## src/hdl/iqbal_pkg.sv

```systemverilog
// Shared constants, word types and interface structs of the I/Q balance trainer.
package iqbal_pkg;

  localparam int SAMPLE_W  = 16;
  localparam int MAX_BLOCK = 65536;
  localparam int CNT_W     = $clog2(MAX_BLOCK + 1);
  localparam int COEF_W    = 32;
  localparam int STEP_W    = 16;
  localparam int FRAC_W    = 30;
  localparam int DISP_SH   = 16;

  // corrected sample and its Q15 view
  localparam int ZW        = SAMPLE_W + 3;
  localparam int SH_L      = (SAMPLE_W <= 16) ? 16 - SAMPLE_W : 0;
  localparam int SH_R      = (SAMPLE_W > 16) ? SAMPLE_W - 16 : 0;
  localparam int RW        = ZW + SH_L - SH_R;
  localparam int PRD_W     = 2 * RW;
  localparam int MP_W      = PRD_W + 1 + STEP_W + 1;
  localparam int D_W       = MP_W - 16;

  // block accumulators
  localparam int SUM_W     = COEF_W + CNT_W - 1;
  localparam int SQT_W     = 2 * COEF_W - FRAC_W;
  localparam int SQS_W     = SQT_W + CNT_W - 1;

  // shared divider
  localparam int DIV_NW    = SQS_W;
  localparam int DIV_DW    = COEF_W;
  localparam int DIV_CW    = $clog2(DIV_NW);

  typedef struct packed {
    logic signed [SAMPLE_W-1:0] sample_i;
    logic signed [SAMPLE_W-1:0] sample_q;
    logic                       block_end;
  } in_t;

  typedef struct packed {
    logic signed [SAMPLE_W-1:0] out_i;
    logic signed [SAMPLE_W-1:0] out_q;
    logic signed [COEF_W-1:0]   coef_re;
    logic signed [COEF_W-1:0]   coef_im;
    logic signed [COEF_W-1:0]   mean_re;
    logic signed [COEF_W-1:0]   mean_im;
    logic        [COEF_W-1:0]   var_re;
    logic        [COEF_W-1:0]   var_im;
    logic signed [COEF_W-1:0]   disp_re;
    logic signed [COEF_W-1:0]   disp_im;
    logic                       stats_valid;
  } out_t;

  // queued sample, tagged with the block end decision
  typedef struct packed {
    logic signed [SAMPLE_W-1:0] sample_i;
    logic signed [SAMPLE_W-1:0] sample_q;
    logic                       last;
  } item_t;

  typedef struct packed {
    logic [STEP_W-1:0]        step;
    logic signed [COEF_W-1:0] start_re;
    logic signed [COEF_W-1:0] start_im;
    logic                     train;
  } cfg_t;

  typedef struct packed {
    logic              start;
    logic [DIV_NW-1:0] dividend;
    logic [DIV_DW-1:0] divisor;
  } div_req_t;

  typedef struct packed {
    logic              busy;
    logic              done;
    logic [DIV_NW-1:0] quo;
    logic [DIV_DW-1:0] rem;
  } div_rsp_t;

endpackage

```

## src/hdl/iqbal_div.sv

```systemverilog
// Restoring unsigned divider, one quotient bit per cycle.
module iqbal_div import iqbal_pkg::*; (
  input  logic     clk,
  input  logic     rst_n,
  input  div_req_t req,
  output div_rsp_t rsp
);

  logic [DIV_NW-1:0] num_r;
  logic [DIV_DW-1:0] den_r;
  logic [DIV_DW-1:0] rem_r;
  logic [DIV_CW-1:0] cnt_r;
  logic              busy_r;
  logic              done_r;
  logic [DIV_DW:0]   trial;
  logic [DIV_DW:0]   diffv;
  logic              fit;

  // trial subtract of the shifted remainder
  always_comb begin
    trial = {rem_r, num_r[DIV_NW-1]};
    diffv = trial - {1'b0, den_r};
    fit   = trial >= {1'b0, den_r};
  end

  // shift quotient bits into the dividend register
  always_ff @(posedge clk) begin
    if (!rst_n) begin
      busy_r <= 1'b0;
      done_r <= 1'b0;
      cnt_r  <= '0;
    end else begin
      done_r <= 1'b0;
      if (req.start) begin
        busy_r <= 1'b1;
        cnt_r  <= '0;
        num_r  <= req.dividend;
        den_r  <= req.divisor;
        rem_r  <= '0;
      end else if (busy_r) begin
        num_r <= {num_r[DIV_NW-2:0], fit};
        rem_r <= fit ? diffv[DIV_DW-1:0] : trial[DIV_DW-1:0];
        cnt_r <= cnt_r + 1'b1;
        if (cnt_r == DIV_CW'(DIV_NW - 1)) begin
          busy_r <= 1'b0;
          done_r <= 1'b1;
        end
      end
    end
  end

  assign rsp = '{busy: busy_r, done: done_r, quo: num_r, rem: rem_r};

endmodule

```

## config.mk

```make
export PLATFORM = sky130hd
export DESIGN_NAME = iqbal_div
export DESIGN_NICKNAME = d
export VERILOG_FILES = /design/src/hdl/iqbal_pkg.sv /design/src/hdl/iqbal_div.sv
export SDC_FILE = /design/constraint.sdc
export NUM_CORES = 1
export LEC_CHECK = 0
export ABC_AREA = 1
export BUFFER_PORTS_ARGS = -buffer_cell sky130_fd_sc_hd__buf_2
export CORE_ASPECT_RATIO = 0.6
export CORE_MARGIN = 2
export CORE_UTILIZATION = 31
export DETAILED_ROUTE_END_ITERATION = 12
export GPL_TIMING_DRIVEN = 1
export SETUP_SLACK_MARGIN = 0.02
export SYNTH_ARGS = -nofsm -noshare
export SYNTH_HDL_FRONTEND = slang
export SYNTH_SLANG_ARGS = --single-unit
```

## constraint.sdc

```tcl
create_clock -name clk -period 7.3 [get_ports clk]
set_clock_uncertainty 0.1 [all_clocks]
set_input_delay 1.46 -clock clk [delete_from_list [all_inputs] [get_ports clk]]
set_output_delay 1.46 -clock clk [all_outputs]
set_load 0.05 [all_outputs]
```

# Word-level counts from Yosys, hierarchy flattened
# Index checks and enable logic that the tools add are counted.
# word_totals
register_bits	122
input_bits	85
wordCells	25
# classes
n_addsub	2
order_cmp	1
n_eq_ne	1
muxes	8
n_bitwise	2
n_reduce_logical	5
# ops
operator	n
2-to-1 mux 50 bit	2
2-to-1 mux 32 bit	2
>= comparator 33 x 32 -> 1 bit	1
subtractor 32 bit	1
adder 6 x 1 -> 6 bit (second input constant)	1
== test 6 bit (second input constant)	1
2-to-1 mux 1 bit	4
AND reduction 2 bit	2
OR reduction 3 bit	1
inverter 1 bit	2
nonzero test 2 bit	1
OR reduction 2 bit	1

# Longest topological paths before layout
# Gate-level depths: netlist of run 1.
# logic_depth
word_depth	4
ltp_mapped	17
mapped_depth_nobuf	15

# Worst setup path after synthesis of run 1
# Ideal clock, no wire load.
# synth_path
kind	input to register
from	input req[82] (netlist bit)
to	register num_r[0], enable pin
setup_ns	0.443
t_arrival_ns	3.626
required_time_ns	6.757
setup_slack_ns	3.130
cell_stages	3
cell_sequence	clkbuf_1 nand2_1 nand2_1
# synth_via
elab_chain_cells	2
# synth_rtl
item	line_no	source
start: declaration	iqbal_div.sv:5	input div_req_t req,
nonzero test 2 bit (no line)	n/a	
AND reduction 2 bit (no line)	n/a	
end signal: assignment	iqbal_div.sv:37	num_r <= req.dividend;
end signal: assignment	iqbal_div.sv:41	num_r <= {num_r[DIV_NW-2:0], fit};
end: declaration	iqbal_div.sv:9	logic [DIV_NW-1:0] num_r;
# Every way passes these cells.
# A chain may end at the register's enable or synchronous reset.

# Worst setup path after layout of run 1
# layout_path
from	input req[82] (netlist bit)
to	register num_r[25], enable pin
# Same word-level chain as after synthesis.

==> results.sh, run 1 <==
export IMPL_status="finished, final reports clean"
export IMPL_setup_viol=0
export IMPL_place_hpwl_um=17450
export IMPL_start_util_pct=31.40
export IMPL_maxCapViolations=0
export IMPL_utilization_pct=38.47
export IMPL_clk_latency_ns=0.42
export IMPL_ys_warn_count=0
export IMPL_vdd_drop_max_mv=0.1560
export IMPL_track_usage_pct=17.66
export IMPL_crit_buf_inv=3
export IMPL_power_density_mw_per_mm2=278.3
export IMPL_ant_nets=0
export IMPL_hold_depth=1
export IMPL_hold_path_class="reg -> reg"
export IMPL_path_class="in -> reg"
export IMPL_overflow=0
export IMPL_fin_crit_sh_pct=45.23
export IMPL_nNetsFinal=1346
export IMPL_cp_data_required_time_ns=7.23
export IMPL_rsz0062_at_grt="false"
export IMPL_clock_path_buffers=2
export IMPL_cts_clk_slew_worst_paths_ns=0.06
export IMPL_portBuffers=168
export IMPL_final_cell_mix="451 x nand2_1, 175 x inv_1, 168 x buf_2, 114 x edfxtp_1, 92 x nor2_1"
export IMPL_layout_drive_gt1_share_pct=19.61
export IMPL_drt_wirelength_per_cell_um=14.70
export IMPL_worstMarginPinSlew_ns=1.148
export IMPL_n_antenna_cell=0
export IMPL_grt_max_degree=84
export IMPL_start_kind="primary input"
export IMPL_layout_commonest_cell="nand2_1"
export IMPL_crit_chain="buf_2 -> buf_4 -> nand2_1 -> nand2_4 -> buf_4"
export IMPL_max_stage_delay_ns=0.83
export IMPL_period_needed_ns=3.302
export IMPL_cp_top_family="buffers and inverters"
export IMPL_grt_antenna_before_repair=0
export IMPL_vias=6948
export IMPL_tns_ns=0
export IMPL_cts_root_buf="clkbuf_16"
export IMPL_synth_cell_type_count=35
export IMPL_worst_path_most_repeated_cell="buf_4"
export IMPL_syn_inst=1060
export IMPL_fp_row_count=45
export IMPL_cp_arrival_ns=3.23
export IMPL_dp_slack_ns=3.551
export IMPL_synth_nets=1180
export IMPL_reg2reg_depth=14
export IMPL_yosysSeqAreaShare_pct=45.45
export IMPL_report_final_slew_viol_count=0
export IMPL_first_pass_iters=5
export IMPL_hold_viol=0
export IMPL_post_cts_setup_buffers=0
export IMPL_ctsHoldBuffers=0
export IMPL_holdWs_ns=0.4246
export IMPL_wl_um=23050
export IMPL_syn_mean_instance_area_um2=7.438
export IMPL_post_cts_resize_count=0
export IMPL_grt_pass1_wl_um=35830
export IMPL_max_freq_mhz=302.9
export IMPL_cp_max_fo=83
export IMPL_cts_sinks=122
export IMPL_relSlewSlack_pct=23.49
export IMPL_avgViaCountPerCell=4.431
export IMPL_die_x_um=209.9
export IMPL_drc=0
export IMPL_h_tree_depth=4
export IMPL_synth_area_mm2=0.007884
export IMPL_critPathSlowestCell="buf_4"
export IMPL_drtIter0Drc=488
export IMPL_dieArea_mm2=0.02676
export IMPL_grt_pass1_vias=6354
export IMPL_cts_tree="yes"
export IMPL_worst_slack_ns=3.998
export IMPL_coreArea_mm2=0.02511
export IMPL_cp_depth=5
export IMPL_p_leak_nw=5.072
export IMPL_syn2layout_area_growth_pct=22.54
export IMPL_cts_buffers=17
export IMPL_synth_seq_cells=122
export IMPL_endpoint_kind="flop"
export IMPL_gp_congestion=0.9071
export IMPL_ios=169
export IMPL_die_h_um=127.5
==> state kept, by name, summed over array words and instances (netlist names) <==
| signal | cells |
|---|---|
| busy_r | 1 |
| rem_r | 32 |
| num_r | 50 |
| cnt_r | 6 |
| den_r | 32 |
| done_r | 1 |
==> worst reg2reg max path: cells and delay by family (launching register included) <==
kind | cells | cell delay (ns)
flip-flops | 1 | 0.43
AND/OR/NAND/NOR | 12 | 1.54
adder cells (fa/ha/maj) | 1 | 0.42
buffers and inverters | 1 | 0.31
==> per-stage QoR <==
step                      power [mW]  std cells  instance area [µm²]
after CTS                      2.709       1568                 9661
after floorplan                1.564       1060                 7884
after global placement         1.779       1536                 9032
after global routing           2.851       1568                 9661
after detailed placement       1.788       1536                 9032
final                          2.688       1568                 9661
==> area by class of cell <==
class                      instances  area (µm²)
timing repair buffer             172       870.8
clock inverter                    11       167.7
sequential                       122        3583
clock buffer                      21       460.4
inverter                         179       679.4
tap                              329       411.6
fill                            2588       15450
multi-input combinational        734        3487
==> Yosys cell counts <==
| cell | instances | area, µm² |
|---|---|---|
| buf_8 | 1 | 15.01 |
| clkbuf_1 | 14 | 52.55 |
| nor3_1 | 8 | 40.04 |
| nor2_2 | 25 | 156.4 |
| a21o_1 | 2 | 15.01 |
| nor3_2 | 1 | 10.01 |
| buf_6 | 3 | 33.78 |
| nand4_1 | 5 | 31.28 |
| edfxtp_1 | 114 | 3423 |
| or2_2 | 1 | 6.260 |
| fa_1 | 1 | 20.02 |
| a211oi_1 | 1 | 7.510 |
| buf_2 | 5 | 25.02 |
| o21ai_0 | 2 | 10.01 |
| inv_4 | 1 | 6.260 |
| o21ai_2 | 1 | 8.760 |
| nand2_1 | 452 | 1697 |
| buf_4 | 2 | 15.01 |
| nor2_1 | 92 | 345.3 |
| nand3_1 | 32 | 160.2 |
| nand3_2 | 2 | 20.02 |
| nand2_2 | 4 | 25.02 |
| and2_1 | 9 | 56.30 |
| inv_6 | 1 | 8.760 |
| nand2_4 | 1 | 11.26 |
| nand3b_1 | 22 | 165.2 |
| nand2_8 | 1 | 20.02 |
| xor2_1 | 13 | 113.9 |
| inv_1 | 175 | 656.9 |
| inv_2 | 2 | 7.510 |
| ha_1 | 34 | 425.4 |
| dfxtp_1 | 8 | 160.2 |
| o21a_1 | 1 | 7.510 |
| xnor2_1 | 2 | 17.52 |
| a21oi_1 | 22 | 110.1 |
==> per-layer routing <==
| metal | routed length (µm) | global-route usage (%) | share of wire (%) |
|---|---|---|---|
| met1 | 13120 | 28.90 | 57 |
| met4 | 106 | 3.671 | 0.46 |
| met3 | 1361 | 3.958 | 5.9 |
| met2 | 8458 | 22.81 | 37 |
| met5 | 0 | 0 | 0 |
==> final timing paths <==
path	startpoint	end	slack, ns
setup / recovery	req[82]	num_r[25]	4.00
hold / removal	cnt_r[0]	cnt_r[0]	0.42
setup reg to reg	rem_r[1]	rem_r[27]	4.34
hold reg to reg	cnt_r[0]	cnt_r[0]	0.42
==> power by group <==
part | internal (mW) | total [mW] | switching (mW) | leakage [nW]
clock network | 0.589 | 0.907 | 0.318 | 0.303
logic | 0.249 | 0.882 | 0.633 | 3.60
registers | 0.856 | 0.898 | 0.0426 | 1.17
total | 1.69 | 2.69 | 0.994 | 5.07
==> logic make-up (layout without fill, tap and decap cells) <==
| kind of cell | count (synthesis) | count (layout) | share of synthesized area, % |
|---|---|---|---|
| AO/OA/AOI/OAI | 29 | 29 | 2.016 |
| XOR/XNOR | 15 | 15 | 1.666 |
| adder cells (fa/ha/maj) | 35 | 35 | 5.650 |
| buffers and inverters | 204 | 383 | 10.41 |
| flip-flops | 122 | 122 | 45.45 |
| AND/OR/NAND/NOR | 655 | 655 | 34.80 |
Note: power is estimated with default switching activity, not from simulation.
==> run 2, diff against run 1 <==
ABC_AREA = 0   (was 1)
clock period = 3.1 ns   (was 7.3 ns; I/O delays follow)
==> results.sh, run 2 <==
export IMPL_ctsHoldBuffers=0
export IMPL_layout_commonest_cell="buf_2"
export IMPL_syn_inst=575
export IMPL_drc=0
export IMPL_synth_area_mm2=0.006883
export IMPL_post_place_cells=1040
export IMPL_grt_pass1_wl_um=28490
export IMPL_largest_reg_flops=50
export IMPL_yosys_top_cells_area="edfxtp_1 50%, mux2_2 8.2%, ha_1 6.2%, mux2i_1 2.8%, a21oi_1 2.5%"
export IMPL_clock_path_buffers=2
export IMPL_syn2layout_area_growth_pct=34.30
export IMPL_fin_crit_sh_pct=96.37
export IMPL_start_kind="flop"
export IMPL_grt_max_degree=44
export IMPL_cp_arrival_ns=3.04
export IMPL_holdWs_ns=0.2689
export IMPL_start_util_pct=31.41
export IMPL_portBuffers=168
export IMPL_h_tree_depth=4
export IMPL_largest_register="num_r"
export IMPL_status="finished, final reports clean"
export IMPL_dieArea_mm2=0.02345
export IMPL_cp_max_fo=14
export IMPL_layout_drive_gt1_share_pct=44.17
export IMPL_cts_clk_slew_worst_paths_ns=0.06
export IMPL_syn_mean_instance_area_um2=11.97
export IMPL_clk_latency_ns=0.42
export IMPL_avgViaCountPerCell=4.813
export IMPL_synth_seq_cells=122
export IMPL_cts_buffers=17
export IMPL_die_h_um=119.4
export IMPL_setup_viol=0
export IMPL_top_regs="num_r: 50 flops, den_r: 32 flops, rem_r: 32 flops"
export IMPL_fp_row_count=42
export IMPL_overflow=0
export IMPL_nNetsFinal=904
export IMPL_period_needed_ns=2.987
export IMPL_synth_cell_type_count=64
export IMPL_max_freq_mhz=334.7
export IMPL_wl_um=18810
export IMPL_power_density_mw_per_mm2=616.6
export IMPL_path_class="reg -> reg"
export IMPL_rsz0062_at_grt="true"
export IMPL_finalNonFillerCells=1084
export IMPL_report_final_slew_viol_count=0
export IMPL_drtIter0Drc=379
export IMPL_vdd_drop_max_mv=0.4006
export IMPL_synthFlopType="edfxtp_1"
export IMPL_worstMarginPinSlew_ns=0.5566
export IMPL_reg2reg_depth=11
export IMPL_place_hpwl_um=13510
export IMPL_track_usage_pct=16.08
export IMPL_grt_pass1_vias=5013
export IMPL_async_flop_share_pct=0
export IMPL_ant_nets=0
export IMPL_hold_path_class="in -> reg"
export IMPL_yosysSeqAreaShare_pct=52.06
export IMPL_endpoint_kind="flop"
export IMPL_cts_tree="yes"
export IMPL_cts_sinks=122
export IMPL_gp_congestion=0.8839
export IMPL_ios=169
export IMPL_cp_data_required_time_ns=3.16
export IMPL_synth_common_cells="114 x edfxtp_1, 50 x mux2_2, 45 x inv_1, 42 x nor2_1, 35 x a21oi_1"
export IMPL_grt_antenna_before_repair=2
export IMPL_synth_edf_count=114
export IMPL_vias=5217
export IMPL_first_pass_iters=5
export IMPL_die_x_um=196.4
export IMPL_final_cell_mix="167 x buf_2, 114 x edfxtp_1, 50 x mux2_2, 45 x buf_4, 44 x inv_1"
export IMPL_hold_viol=0
export IMPL_relSlewSlack_pct=62.89
export IMPL_ys_warn_count=0
export IMPL_p_leak_nw=3.861
export IMPL_yosysTopAreaCellShare_pct=49.74
export IMPL_post_synth_top_count_cell="edfxtp_1"
export IMPL_coreArea_mm2=0.02191
export IMPL_cts_root_buf="clkbuf_16"
export IMPL_maxCapViolations=0
export IMPL_drt_wirelength_per_cell_um=17.35
export IMPL_hold_depth=1
export IMPL_yosysTopAreaCell="edfxtp_1"
export IMPL_synth_nets=695
[run 2: cell count changes after synthesis, moves of 10 or more]
cell	before	now
nor2_2	25	0
mux2i_1	0	19
xnor2_1	2	12
nand3b_1	22	0
nand2_1	452	25
inv_1	175	45
a21o_1	2	15
o21ai_0	2	20
nand3_1	32	12
mux2_2	0	50
a21oi_1	22	35
nor2_1	92	42
[run 2: final cells by class]
type,instances,area [µm²]
antenna,1,2.502
inverter,45,168.9
multi-input combinational,382,3309
clock inverter,15,151.4
sequential,122,3583
tap,286,357.8
timing repair buffer,216,1245
fill,2142,12670
clock buffer,17,425.4
[run 2: cell families (layout without fill, tap and decap cells)]
group           after synthesis  after routing  share of synthesized area [%]
simple gates                126            126                          9.271
compound gates              125            125                          13.11
flops                       122            122                          52.06
buf+inv                      71            293                          4.708
mux                          69             69                          10.94
fa+ha+maj                    35             35                          6.472
xor+xnor                     27             27                          3.436
other cells                   0              1                              0
[run 2: path summary, 6_finish.rpt]
check	from	end	slack [ns]
setup / recovery	rem_r[0]	rem_r[6]	0.11
hold / removal	req[31]	den_r[31]	0.27
hold reg to reg	cnt_r[5]	cnt_r[5]	0.42
setup reg to reg	rem_r[0]	rem_r[6]	0.11
[run 2: what timing repair did]
item                       4_1_cts  5_1_grt
gates resized for setup          0       46
setup endpoints to repair        0       32
buffers inserted                 0       11
[run 2: report_power, final]
part           internal, mW  switching, mW
sequential             1.97         0.0792
clock                  1.18          0.786
combinational         0.673           1.01
total                  3.82           1.88
[run 2: through the flow]
stage	util [%]	worst slack [ns]	instance area, µm²	TNS, ns	power [mW]
6_report	42.18	0.1125	9244	0	5.699
5_1_grt	42.17	-0.05112	9241	-0.08994	5.993
4_1_cts	40.45	0.03189	8864	0	5.629
3_5_place_dp	37.82	0.03577	8287	0	3.619
3_3_place_gp	37.82	0.1089	8287	0	3.616
2_1_floorplan	-	-0.02838	6915	-0.2919	3.179
[run 2: per-layer routing]
layer	global-route usage [%]	wire length, µm	vias up
met4	4.261	199	2
met1	25.02	9901	2474
li1	-	-	2551
met3	5.777	1445	20
met5	0	7	-
met2	20.26	7257	170
[run 2: critical path: stages, from the launching register on]
cell and delay [ns]:
edfxtp_1 0.45, ha_1 0.32, nor2b_1 0.15, o31a_1 0.27, o211ai_1 0.24, nand3_2 0.17, o311ai_4 0.26, and2_4 0.23
o21ai_4 0.10, buf_12 0.19, mux2i_2 0.20, nor2_1 0.06
