===== src/hdl/iqbal_pkg.sv =====
// Shared constants, word types and interface structs of the I/Q balance trainer.
package iqbal_pkg;

  localparam int SAMPLE_W  = 16;
  localparam int MAX_BLOCK = 65536;
  localparam int CNT_W     = $clog2(MAX_BLOCK + 1);
  localparam int COEF_W    = 32;
  localparam int STEP_W    = 16;
  localparam int FRAC_W    = 30;
  localparam int DISP_SH   = 16;

  // corrected sample and its Q15 view
  localparam int ZW        = SAMPLE_W + 3;
  localparam int SH_L      = (SAMPLE_W <= 16) ? 16 - SAMPLE_W : 0;
  localparam int SH_R      = (SAMPLE_W > 16) ? SAMPLE_W - 16 : 0;
  localparam int RW        = ZW + SH_L - SH_R;
  localparam int PRD_W     = 2 * RW;
  localparam int MP_W      = PRD_W + 1 + STEP_W + 1;
  localparam int D_W       = MP_W - 16;

  // block accumulators
  localparam int SUM_W     = COEF_W + CNT_W - 1;
  localparam int SQT_W     = 2 * COEF_W - FRAC_W;
  localparam int SQS_W     = SQT_W + CNT_W - 1;

  // shared divider
  localparam int DIV_NW    = SQS_W;
  localparam int DIV_DW    = COEF_W;
  localparam int DIV_CW    = $clog2(DIV_NW);

  typedef struct packed {
    logic signed [SAMPLE_W-1:0] sample_i;
    logic signed [SAMPLE_W-1:0] sample_q;
    logic                       block_end;
  } in_t;

  typedef struct packed {
    logic signed [SAMPLE_W-1:0] out_i;
    logic signed [SAMPLE_W-1:0] out_q;
    logic signed [COEF_W-1:0]   coef_re;
    logic signed [COEF_W-1:0]   coef_im;
    logic signed [COEF_W-1:0]   mean_re;
    logic signed [COEF_W-1:0]   mean_im;
    logic        [COEF_W-1:0]   var_re;
    logic        [COEF_W-1:0]   var_im;
    logic signed [COEF_W-1:0]   disp_re;
    logic signed [COEF_W-1:0]   disp_im;
    logic                       stats_valid;
  } out_t;

  // queued sample, tagged with the block end decision
  typedef struct packed {
    logic signed [SAMPLE_W-1:0] sample_i;
    logic signed [SAMPLE_W-1:0] sample_q;
    logic                       last;
  } item_t;

  typedef struct packed {
    logic [STEP_W-1:0]        step;
    logic signed [COEF_W-1:0] start_re;
    logic signed [COEF_W-1:0] start_im;
    logic                     train;
  } cfg_t;

  typedef struct packed {
    logic              start;
    logic [DIV_NW-1:0] dividend;
    logic [DIV_DW-1:0] divisor;
  } div_req_t;

  typedef struct packed {
    logic              busy;
    logic              done;
    logic [DIV_NW-1:0] quo;
    logic [DIV_DW-1:0] rem;
  } div_rsp_t;

endpackage


===== src/hdl/iqbal_front.sv =====
// Input side: accepts sample words, marks block ends and queues them.
module iqbal_front import iqbal_pkg::*; (
  input  logic  clk,
  input  logic  rst_n,
  input  logic  in_valid,
  output logic  in_ready,
  input  in_t   in_data,
  output item_t q_item,
  output logic  q_valid,
  input  logic  q_pop
);

  item_t            ent_r [2];
  logic [1:0]       fill_r;
  logic             wp_r;
  logic             rp_r;
  logic [CNT_W-1:0] blk_r;
  logic             push;
  logic             pop;
  logic             last;

  assign in_ready = fill_r != 2'd2;
  assign q_valid  = fill_r != 2'd0;
  assign q_item   = ent_r[rp_r];
  assign push     = in_valid && in_ready;
  assign pop      = q_pop && q_valid;
  // end the block on request or when it reaches its maximum length
  assign last     = in_data.block_end || (blk_r == CNT_W'(MAX_BLOCK - 1));

  // track pointers, fill and block position
  always_ff @(posedge clk) begin
    if (!rst_n) begin
      fill_r <= '0;
      wp_r   <= 1'b0;
      rp_r   <= 1'b0;
      blk_r  <= '0;
    end else begin
      if (push) begin
        wp_r  <= ~wp_r;
        blk_r <= last ? '0 : blk_r + 1'b1;
      end
      if (pop) begin
        rp_r <= ~rp_r;
      end
      fill_r <= fill_r + {1'b0, push} - {1'b0, pop};
    end
  end

  // store the tagged word
  always_ff @(posedge clk) begin
    if (push) begin
      ent_r[wp_r] <= '{sample_i: in_data.sample_i, sample_q: in_data.sample_q, last: last};
    end
  end

endmodule


===== config.mk =====
export PLATFORM = sky130hd
export DESIGN_NAME = iqbal_front
export DESIGN_NICKNAME = d
export VERILOG_FILES = /design/src/hdl/iqbal_pkg.sv /design/src/hdl/iqbal_front.sv
export SDC_FILE = /design/constraint.sdc
export NUM_CORES = 1
export LEC_CHECK = 0
export ABC_CLOCK_PERIOD_IN_PS = 2370
export BUFFER_PORTS_ARGS = -buffer_cell sky130_fd_sc_hd__buf_2
export CORE_UTILIZATION = 48
export DETAILED_ROUTE_END_ITERATION = 16
export GPL_ROUTABILITY_DRIVEN = 0
export HOLD_SLACK_MARGIN = 0.15
export PLACE_DENSITY_LB_ADDON = 0.12
export SLEW_MARGIN = 5
export SYNTH_ARGS = -nofsm -noshare
export SYNTH_HDL_FRONTEND = slang
export SYNTH_SLANG_ARGS = --single-unit

===== constraint.sdc =====
create_clock -name clk -period 2.37 [get_ports clk]
set_input_delay 0.237 -clock clk [delete_from_list [all_inputs] [get_ports clk]]
set_output_delay 0.237 -clock clk [all_outputs]
set_load 0.02 [all_outputs]

Word-level counts from Yosys, hierarchy flattened

Memories as Yosys holds them, arrays and structs flattened. A register that Yosys moved wholly into a read port is not among the register bits.
Index checks and enable logic that the tools add are counted.

Flip-flop bits (word level): 21
Memory bits (writable): 66
Bits of input ports: 37
Output and inout bits: 35
Logic and storage cells: 21
Memories kept: 1

Add/subtract/negate cells: 3
Eq/ne operators: 2
Muxes and demuxes: 5
Bitwise operators: 2
Reduce and logical (&&, ||, !) cells: 4

Memories:

| name  | depth | bits a word | rd ports | clocked after Yosys merged registers in | wr ports | RTL line          | source |
|---|---|---|---|---|---|---|---|
| ent_r | 2     | 33          | 1        | 1                                       | 1        | iqbal_front.sv:13 | `item_t ent_r [2];` |

Operator list:

| operator                                                           | count |
|---|---|
| 17-bit by 1-bit adder with 17-bit output (second input constant)   | 1 |
| 17-bit by 16-bit == test with 1-bit output (second input constant) | 1 |
| 17-bit 2-to-1 mux                                                  | 1 |
| 1-bit 2-to-1 mux                                                   | 4 |
| 2-bit by 1-bit adder with 2-bit output                             | 1 |
| 1-bit logical AND                                                  | 2 |
| 2-bit inequality test (second input constant)                      | 1 |
| 1-bit NOT                                                          | 2 |
| 2-bit nonzero test                                                 | 1 |
| 2-bit by 1-bit subtractor with 2-bit output                        | 1 |
| 1-bit logical OR                                                   | 1 |

Depth between registers and ports, before layout

Gate-level depths: netlist of run 1.

Depth in word-level cells: 4
Depth in mapped cells: 10
Depth with buffers taken out: 9

Worst setup path before layout of run 1

Ideal clock, no wire load.

Kind: reg-to-reg
Start: register fill_r[0]
End: memory ent_r[0][0] (netlist name), enable pin
Library setup time: 0.423 ns
Data arrival time: 2.080 ns
Required time: 1.947 ns
Slack: -0.134 ns
Cell stages (with the launch flop): 4
Path buffers: 0
Clock period less this slack: 2.504 ns
Cell sequence: dfxtp_1 -> nand2b_1 -> nand2_1 -> nor2_1

Cells in the longest elaborated chain, start to end: 4

Ends and longest elaborated chain:

| element                                | RTL line          | source |
|---|---|---|
| start, declared                        | iqbal_front.sv:14 | `logic [1:0] fill_r;` |
| start signal, assigned                 | iqbal_front.sv:45 | `fill_r <= fill_r + {1'b0, push} - {1'b0, pop};` |
| 2-bit inequality test                  | iqbal_front.sv:22 | `assign in_ready = fill_r != 2'd2;` |
| 1-bit logical AND                      | iqbal_front.sv:25 | `assign push = in_valid && in_ready;` |
| 1-bit 2-to-1 mux                       | iqbal_front.sv:51 | `if (push) begin` |
| 1-bit 2-to-1 mux (implied by the code) | iqbal_front.sv:52 | `ent_r[wp_r] <= '{sample_i: in_data.sample_i, sample_q: in_data.sample_q, last: last};` |
| end, declared                          | iqbal_front.sv:13 |  |

Every way passes these cells.

Worst setup path after layout of run 1

Start: register blk_r[0]
End: register blk_r[15]

Cells in the longest elaborated chain, start to end: 3
Elaborated cells on any way between the ends: 4
Those cells by class: add/sub (1); eq/ne (1); mux (1); reduce/logical (1)

Ends and longest elaborated chain:

| element                                    | RTL line          | source |
|---|---|---|
| start, declared                            | iqbal_front.sv:17 | `logic [CNT_W-1:0] blk_r;` |
| start signal, assigned                     | iqbal_front.sv:40 | `blk_r <= last ? '0 : blk_r + 1'b1;` |
| 17-bit by 16-bit == test with 1-bit output | iqbal_front.sv:28 | `assign last = in_data.block_end \|\| (blk_r == CNT_W'(MAX_BLOCK - 1));` |
| 1-bit logical OR                           | iqbal_front.sv:28 |  |
| net last                                   | iqbal_front.sv:20 | `logic last;` |
| 17-bit 2-to-1 mux                          | iqbal_front.sv:40 |  |

The timed path passes the listed nets, and every way through them passes these cells.
A chain may end at the register's enable or synchronous reset.

==> results.md, run 1 <==
Run status:
- The flow ran to the end, and the final reports show no timing, DRC or antenna violations.

Pwr:
- The share of total power dissipated in sequential elements is between 40% and 50%.
- The leakage power is 1.681 nW.
- The internal power component is 2.861 mW.
- The combinational group share of total power is 27.1%.
- For this design the ratio of total power to cell area is 922.4 nW/um^2.
- The share of power burned in the clock network is 25.3%.
- Net switching is 30.31% of the power.
- IR analysis of the VDD net gives a maximum drop of 0.5842 mV.
- The analysis attributes to net switching a power of ~1.2 mW.

Worst setup path:
- The critical path crosses 10 cells after its start point.
- For the worst flop-to-flop path, the logic depth is 10.
- Broken down by cell family, the worst path's largest delay share belongs to simple AND/OR/NAND/NOR gates.
- STA classifies the critical path startpoint as a register.
- Traced cell by cell, the critical path runs through ha_1 -> and3_1 -> nand2_1 -> nor3_1 -> ha_1 -> or2_2 -> nand3_1 -> nand2_1 -> buf_4 -> a21oi_1.
- Together, buffers and inverters on the worst path number 1.
- In this design, the stage delay of the slowest critical-path cell is 350 ps.
- The critical path data arrival time is 2210 ps.
- The critical path data required time is 2660 ps.
- The largest fanout on the critical path is 9.
- The most critical setup path has its startpoint at blk_r[0]$_SDFFE_PN0P_.
- In this run the critical register-to-register path is launched from blk_r[0]$_SDFFE_PN0P_.
- The endpoint type of the worst setup path is a register.
- The worst setup path is of the reg -> reg kind.
- The master of the slowest instance on the critical path is dfxtp_1.
- The setup slack on the worst flop-to-flop path is ~440 ps.

Finish:
- The number of diodes is 0.
- The signed area change from the synthesized netlist to the final layout is 30.71%.
- Cells with a size suffix above 1 make up 39.82% of the layout.
- After the last flow step, the layout net total stands at 375.

Clock network:
- Counting along the longest clock path gives a buffer depth of 2.
- Clock tree synthesis selected as its root buffer the cell clkbuf_8.
- The TritonCTS clock tree is built.
- The clock reaches the later pin of the worst-skew pair after ~350 ps.
- The buffers inserted during post-CTS setup optimization is 0.
- The number of levels in the clock H-tree is 3.
- Clock-pin slew was measured on the worst setup and hold paths at 90 ps.
- Buffers inserted during clock tree synthesis total 9.
- The tree built by TritonCTS fans out to 88 sinks.

Die:
- The die is between 80 and 90 microns wide.
- The standard-cell row count is 30.
- The initial utilization of the core area, before any placement, comes to between 40 and 50%.
- The floorplan step defined a core boundary enclosing 6832 sq um.
- From bottom edge to top edge, the die measures 86.24 microns.
- The area of the die is approximately 7400 sq um.
- The number of top-level pins is between 70 and 80.

Logic synthesis:
- The synthesized design contains 66 enable-type register cells.
- The cell with the most instances after synthesis is edfxtp_1.
- By area the synthesized netlist is led by edfxtp_1 58%, dfxtp_1 13%, mux2_2 11%.
- The number of warnings reported in the yosys synthesis log is 0.
- The top cell type by area accounts for 58.19% of the synthesized area.
- After synthesis the netlist holds a flip-flop and latch count of 88.
- The average cell area after synthesis is about 15 sq um.
- Counting every net in the synthesized netlist gives 261.
- The netlist area before placement is 3406 sq um.
- The leading register cell type out of synthesis is edfxtp_1.
- After synthesis, the most frequently instantiated cells are 66 x edfxtp_1, 33 x mux2_2, 22 x dfxtp_1.
- Of all cell types, the one taking the most synthesized area is edfxtp_1.
- The post-synthesis sequential area ratio is 71.12%.
- Synthesis instantiated 29 different standard cells from the library.
- In the synthesized netlist, the number of instances is 220.
- Counting flops with an async set or reset pin after synthesis yields a share of 0%.

Global routing:
- Entering global routing, the biggest net connects 34 pins.
- The global-route congestion overflow total is 0.
- In the global route stage, overall resource usage came out at 17.27%.
- The initial antenna violation count is 0.
- The number of global-route vias before repair is around 2,100.
- The first global-routing pass estimated 9501 microns of wire.

Detailed routing:
- After detailed routing, the number of remaining DRC violations is 0.
- The average detailed-routed wire length per instance is 13.94 microns.
- Using the TritonRoute via totals, the vias-per-cell ratio works out to 4.899.
- For this block, the routed nets add up to 6062 microns of wire.
- The remaining number of nets flagged by the antenna check after routing is 0.
- For this block, the via count after detailed routing is ~2,100.
- The detailed router finished its first iteration with 74 violations.
- The count of TritonRoute iterations in the first routing pass is 4.

Timing:
- The number of hold-slack violations in the final timing report is 0.
- The actual transition at the worst max-transition pin is 465.4 ps.
- The total setup violations reported at the end of the flow is 0.
- The max-slew violation count is 0.
- The clock period could shrink to 1927 ps.
- Setup repair after global routing left no endpoint under its margin.
- For this run, the top clock speed supported by timing is just over 0.5 GHz.
- Headroom to the max-slew limit came out at 68.97%.
- Across the routed clock network, the largest skew measured is 5.000 ps.
- Setup total negative slack on the finished layout was measured at 0 ps.
- Hold is met by 181.1 ps.
- In the finished design, the share of the clock period the worst path needs comes to 81.29%.

Run:
- Across the run, the number of max-cap violations was 0.

Hold path:
- The startpoint identified for the worst hold timing path is in_data[0].
- Counting instances, the worst hold path has a depth of 2.
- The min-delay analysis places its worst path in the category in -> reg.

Place:
- The count of input and output buffers is 71.
- The half-perimeter wire length of the detailed placement result is 3804 microns.
## flip-flops by register name, indices dropped and copies added (netlist names), named ones only
register and cells:
fill_r 2, blk_r 17, ent_r 66, wp_r 1, rp_r 1
## cells in the final DEF, fill, tap and decap left out, types with 2 or more instances in the layout
cell type      netlist  layout
a21oi_1              9       9
clkinv_4             0       2
ha_1                 4       4
dlygate4sd3_1        0      33
inv_1                5       5
buf_2                0      71
and2_1               2       2
nand2_1              7       7
nand3_1              7       7
or2_2                2       2
xor2_1              10      10
buf_4                0       6
edfxtp_1            66      66
and3_2               1       2
mux2_2              33      33
and3_1               4       3
clkbuf_8             0       9
o31ai_1              6       6
xnor2_1              2       2
dfxtp_1             22      22
clkinvlp_4           0       2
nand4_1              4       4
or4_1                6       6
nor2_1              13      12
inv_6                0       2
## through the flow
stage               area [sq um]  std cells  util, %  total power, mW  setup slack (ps)
finish                      4452        435    65.16            4.106             443.5
global route                4452        435    65.16            4.315             273.2
CTS                         4452        435    65.16            4.154             418.2
detailed placement          3918        386    57.34            3.076             446.1
global placement            3918        386    57.34            3.054             528.0
floorplan                   3408        220        -            2.707             121.1
## final timing paths
path | endpoint
setup / recovery | blk_r[15]$_SDFFE_PN0P_
hold / removal | ent_r[0][0]$_DFFE_PP_
setup reg to reg | blk_r[15]$_SDFFE_PN0P_
hold reg to reg | blk_r[1]$_SDFFE_PN0P_
## per-layer routing
layer	routed length, microns	track usage (%)	vias to the layer above
met1	2751	21.53	1010
met4	103	8.636	0
li1	-	-	1058
met2	2960	28.43	54
met5	0	0	-
met3	246	4.000	9
## what timing repair did
item	4_1_cts	5_1_grt
hold endpoints to repair	65	0
hold buffers	33	0
gates resized for setup	0	0
## kinds of logic (layout without fill, tap and decap cells)
| logic type | after synthesis | in the layout | share of synthesized area (%) |
|---|---|---|---|
| muxes | 33 | 33 | 10.91 |
| adders and majority gates | 4 | 4 | 1.470 |
| AOI/OAI and AO/OA | 17 | 17 | 3.049 |
| xor gates and xnor gates | 12 | 12 | 3.086 |
| buffers and inverters | 13 | 132 | 1.653 |
| DFF | 88 | 88 | 71.12 |
| and+or+nand+nor | 53 | 53 | 8.707 |
## final cells by class
| type | instances | area [sq um] |
|---|---|---|
| multi-input combinational | 119 | 935.9 |
| sequential | 88 | 2422 |
| timing repair buffer | 111 | 750.7 |
| tap | 96 | 120.1 |
| clock inverter | 7 | 80.08 |
| fill | 525 | 2380 |
| clock buffer | 9 | 123.9 |
| inverter | 5 | 18.77 |
## power by group through the flow
stage / clock, mW / combinational [mW] / sequential, mW
after floorplan: 0 / 0.745 / 1.96
after global placement: 0 / 1.07 / 1.98
after detailed placement: 0 / 1.08 / 1.99
after CTS: 1.07 / 1.13 / 1.96
after global routing: 1.14 / 1.20 / 1.98
final: 1.04 / 1.11 / 1.96
Note: power is estimated with default switching activity, not from simulation.
==> inputs of run 2 (changes only) <==
--- a/config.mk
+++ b/config.mk
@@ -5,9 +5,9 @@
 export SDC_FILE = /design/constraint.sdc
 export NUM_CORES = 1
 export LEC_CHECK = 0
-export ABC_CLOCK_PERIOD_IN_PS = 2370
+export ABC_CLOCK_PERIOD_IN_PS = 1900
 export BUFFER_PORTS_ARGS = -buffer_cell sky130_fd_sc_hd__buf_2
-export CORE_UTILIZATION = 48
+export CORE_UTILIZATION = 54
 export DETAILED_ROUTE_END_ITERATION = 16
 export GPL_ROUTABILITY_DRIVEN = 0
 export HOLD_SLACK_MARGIN = 0.15
==> constraint.sdc (replaced) <==
create_clock -name clk -period 1.9 [get_ports clk]
set_input_delay 0.19 -clock clk [delete_from_list [all_inputs] [get_ports clk]]
set_output_delay 0.19 -clock clk [all_outputs]
set_load 0.02 [all_outputs]
==> run 2 against run 1 <==
Sequential power grew 23%. Count of clock-buffer cells in the layout increased by 2. Non-clock buffer count rose by 7. Sequential cell count is the same. Clock skew fell by 1.4 ps. Highest routed layer unchanged.
==> results.md, run 2 (synthesized netlist as in run 1, its figures left out) <==
Run status:
- The run finished with clean final reports.

Timing:
- The setup clock skew after layout is 3.632 ps.
- For the pin with the worst max-slew slack, the measured transition is 334.2 ps.
- Dividing the final minimum period by the clock period gives 93.80%.
- Static timing analysis puts the maximum clock frequency at ~0.56 GHz.
- Setup violations remaining at the end of the flow were counted as 0.
- The worst slew margin relative to its limit is slightly below 80%.
- The number of hold-slack violations in the final timing report is 0.
- The max-slew violation count was 0.
- In the post-route analysis, the smallest setup slack over all paths is 117.9 ps.
- After layout, the minimum clock period comes to 1782 ps.
- The worst hold slack is 244.3 ps.
- The total negative setup slack is 0 ps.

Die:
- The area of the die is 6628 sq um.
- The total area inside the core boundary comes to between 5000 and 6000 sq um.
- The die outline height is approximately 80 microns.
- The effective utilization at floorplan is 56.85%.
- The number of top-level pins is 72.
- The standard-cell row count is 28.
- Measured along the x axis, the die boundary spans 81.42 microns.

Worst setup path:
- Tracing the worst setup path back leads to its startpoint at blk_r[9]$_SDFFE_PN0P_.
- The origin of the critical flop-to-flop path is blk_r[9]$_SDFFE_PN0P_.
- Of all nets on the critical path, the largest fanout is 7.
- The sum of buffers and inverters on the critical path is 1.
- The logic depth of the worst setup path including buffers is 9.
- The endpoint type of the worst setup path is a register.
- The number of cells traversed by the worst register-to-register path is 9.
- The master of the slowest instance on the critical path is dfxtp_1.
- For the worst setup path, the data arrival time is between 2000 and 2500 ps.
- In this design, the stage delay of the slowest critical-path cell is 380 ps.
- The family with the most delay on the worst path is simple AND/OR/NAND/NOR gates.
- The element type at the critical path start is a register.
- For the worst setup path, the data required time is 2130 ps.
- By startpoint and endpoint, the worst setup path is classified as reg -> reg.
- The signal on the critical path passes through and3_1 -> nand4_1 -> nor3_1 -> ha_1 -> or2_4 -> nand3_2 -> nand2_4 -> buf_6 -> a21oi_1.

Clock network:
- At the later pin of the worst-skew pair, clock insertion delay measures 340 ps.
- The number of buffers added by the clock tree synthesis step is 9.
- The cell at the root of the clock tree is clkbuf_8.
- TritonCTS built the clock tree.
- The buffers inserted during post-CTS setup optimization is 0.
- The clock sink total is 88.
- The register clock-pin slew on the reported worst setup and hold paths is 80 ps.
- The number of levels in the clock H-tree is 3.
- The number of buffers between clock root and the deepest sink is 2.

Global routing:
- The initial antenna violation count was 0.
- The pin count of the biggest net entering global routing is 34.
- The number of global-route vias before repair is 2,207.
- The global-route wire length before repair is 10,270 microns.
- For this run the aggregate overflow at the end of global routing stands at 0.
- Global routing used approximately 21% of the available tracks.

Detailed routing:
- The routed wire length is between 6000 and 7000 microns.
- The detailed router finished its first iteration with 87 violations.
- The average detailed-routed wire length per instance is 15.72 microns.
- For this run, the detailed router's first-pass iteration total came to 4.
- The detail route stage leaves a number of antenna-violating nets equal to 0.
- In the routed design, unresolved DRC markers number 0.
- The post-detailed-route via-to-cell ratio is 5.240.
- Across all layers, the routed design uses approximately 2,200 vias.

Pwr:
- The completed layout was analyzed and its total power is 5.164 mW.
- The analysis attributes to cell leakage a power of 1.732 nW.
- The maximum vdd drop is 0.7947 mV.
- The total power density per cell area is 1136 nW/um^2.

Finish:
- After the last flow step, the layout net total stands at 382.
- The number of diodes is 0.
- The number of flip-flops under the largest register name is 66.
- Cells fill 75.90% of the core in the end.
- The register ranked first by flip-flop count is ent_r.
- The fraction of final layout cells with drive strength greater than 1 is 42.49%.
- The most frequent standard cell in the layout excluding fill and tap cells is buf_2.
- The finished cells cover 4547 sq um.
- Excluding fillers, the count of instances in the completed layout stands at ~420.
- The signed area change from the synthesized netlist to the final layout is 33.50%.
- In the layout the commonest cells are 71 x buf_2, 66 x edfxtp_1, 34 x dlygate4sd3_1, 33 x mux2_2, 21 x dfxtp_1.
- In the final layout, the registers with the most flip-flops are ent_r x66, blk_r x17, fill_r x2.

Hold path:
- The worst hold path begins at in_valid.
- The number of cells on the worst hold path is 3.
- The type of the worst min-delay path is in -> reg.

Run:
- The tool flagged a number of max-cap violations equal to 0.

Place:
- Once detailed placement completed, the half-perimeter wirelength came to ~4100 microns.
- At the placement stage, the worst setup path has a slack of -28.20 ps.
- The count of input and output buffers is 71.
- In this run, placement finished with an instance count of 370.
- The area of placed instances is 3958 sq um.
[run 2: cell count changes in the layout (fill, tap and decap cells not counted), sizes merged]
cell         delta
clkinv          +1
dlygate4sd3     +1
inv             -2
buf             +6
clkbuf          +2
clkinvlp        -1
[run 2: routing by layer]
metal / wire length, microns / vias up / global-route usage [%]
met5: 0 / - / 0
met4: 129 / 0 / 12.32
met3: 255 / 13 / 4.333
met2: 3323 / 53 / 34.67
met1: 2909 / 1068 / 27.02
li1: - / 1072 / -
[run 2: area by class of cell]
cell class	instances	area, sq um
multi-input cells	119	974.7
repair buffers	118	838.3
well taps	75	93.84
clock buffers	11	141.4
flip-flops and latches	88	2424
fillers	396	1444
clock inverters	5	56.30
inverters	5	18.77
[run 2: final timing paths]
kind                            end  slack, ps
max reg2reg  blk_r[10]$_SDFFE_PN0P_        120
min           blk_r[1]$_SDFFE_PN0P_        240
max          blk_r[10]$_SDFFE_PN0P_        120
min reg2reg  blk_r[11]$_SDFFE_PN0P_        480
[run 2: timing repair]
action                                 CTS  global route
hold buffers                            34             0
resized for setup                        4             8
setup endpoints to repair                5            17
endpoints found under the hold margin   67             0
cloned                                   1             0
pin swaps                                0             1
[run 2: power by group]
part	internal [mW]	switching [mW]	leakage, nW	total, mW
combinational	0.639	0.841	0.836	1.48
sequential	2.35	0.0742	0.796	2.42
clock	0.642	0.618	0.0993	1.26
total	3.63	1.53	1.73	5.16
[run 2: worst min-delay path: cells and delay by family]
family	cells	cell delay, ps
buffers and inverters	1	200
AO/OA/AOI/OAI	1	60
AND/OR/NAND/NOR	1	100
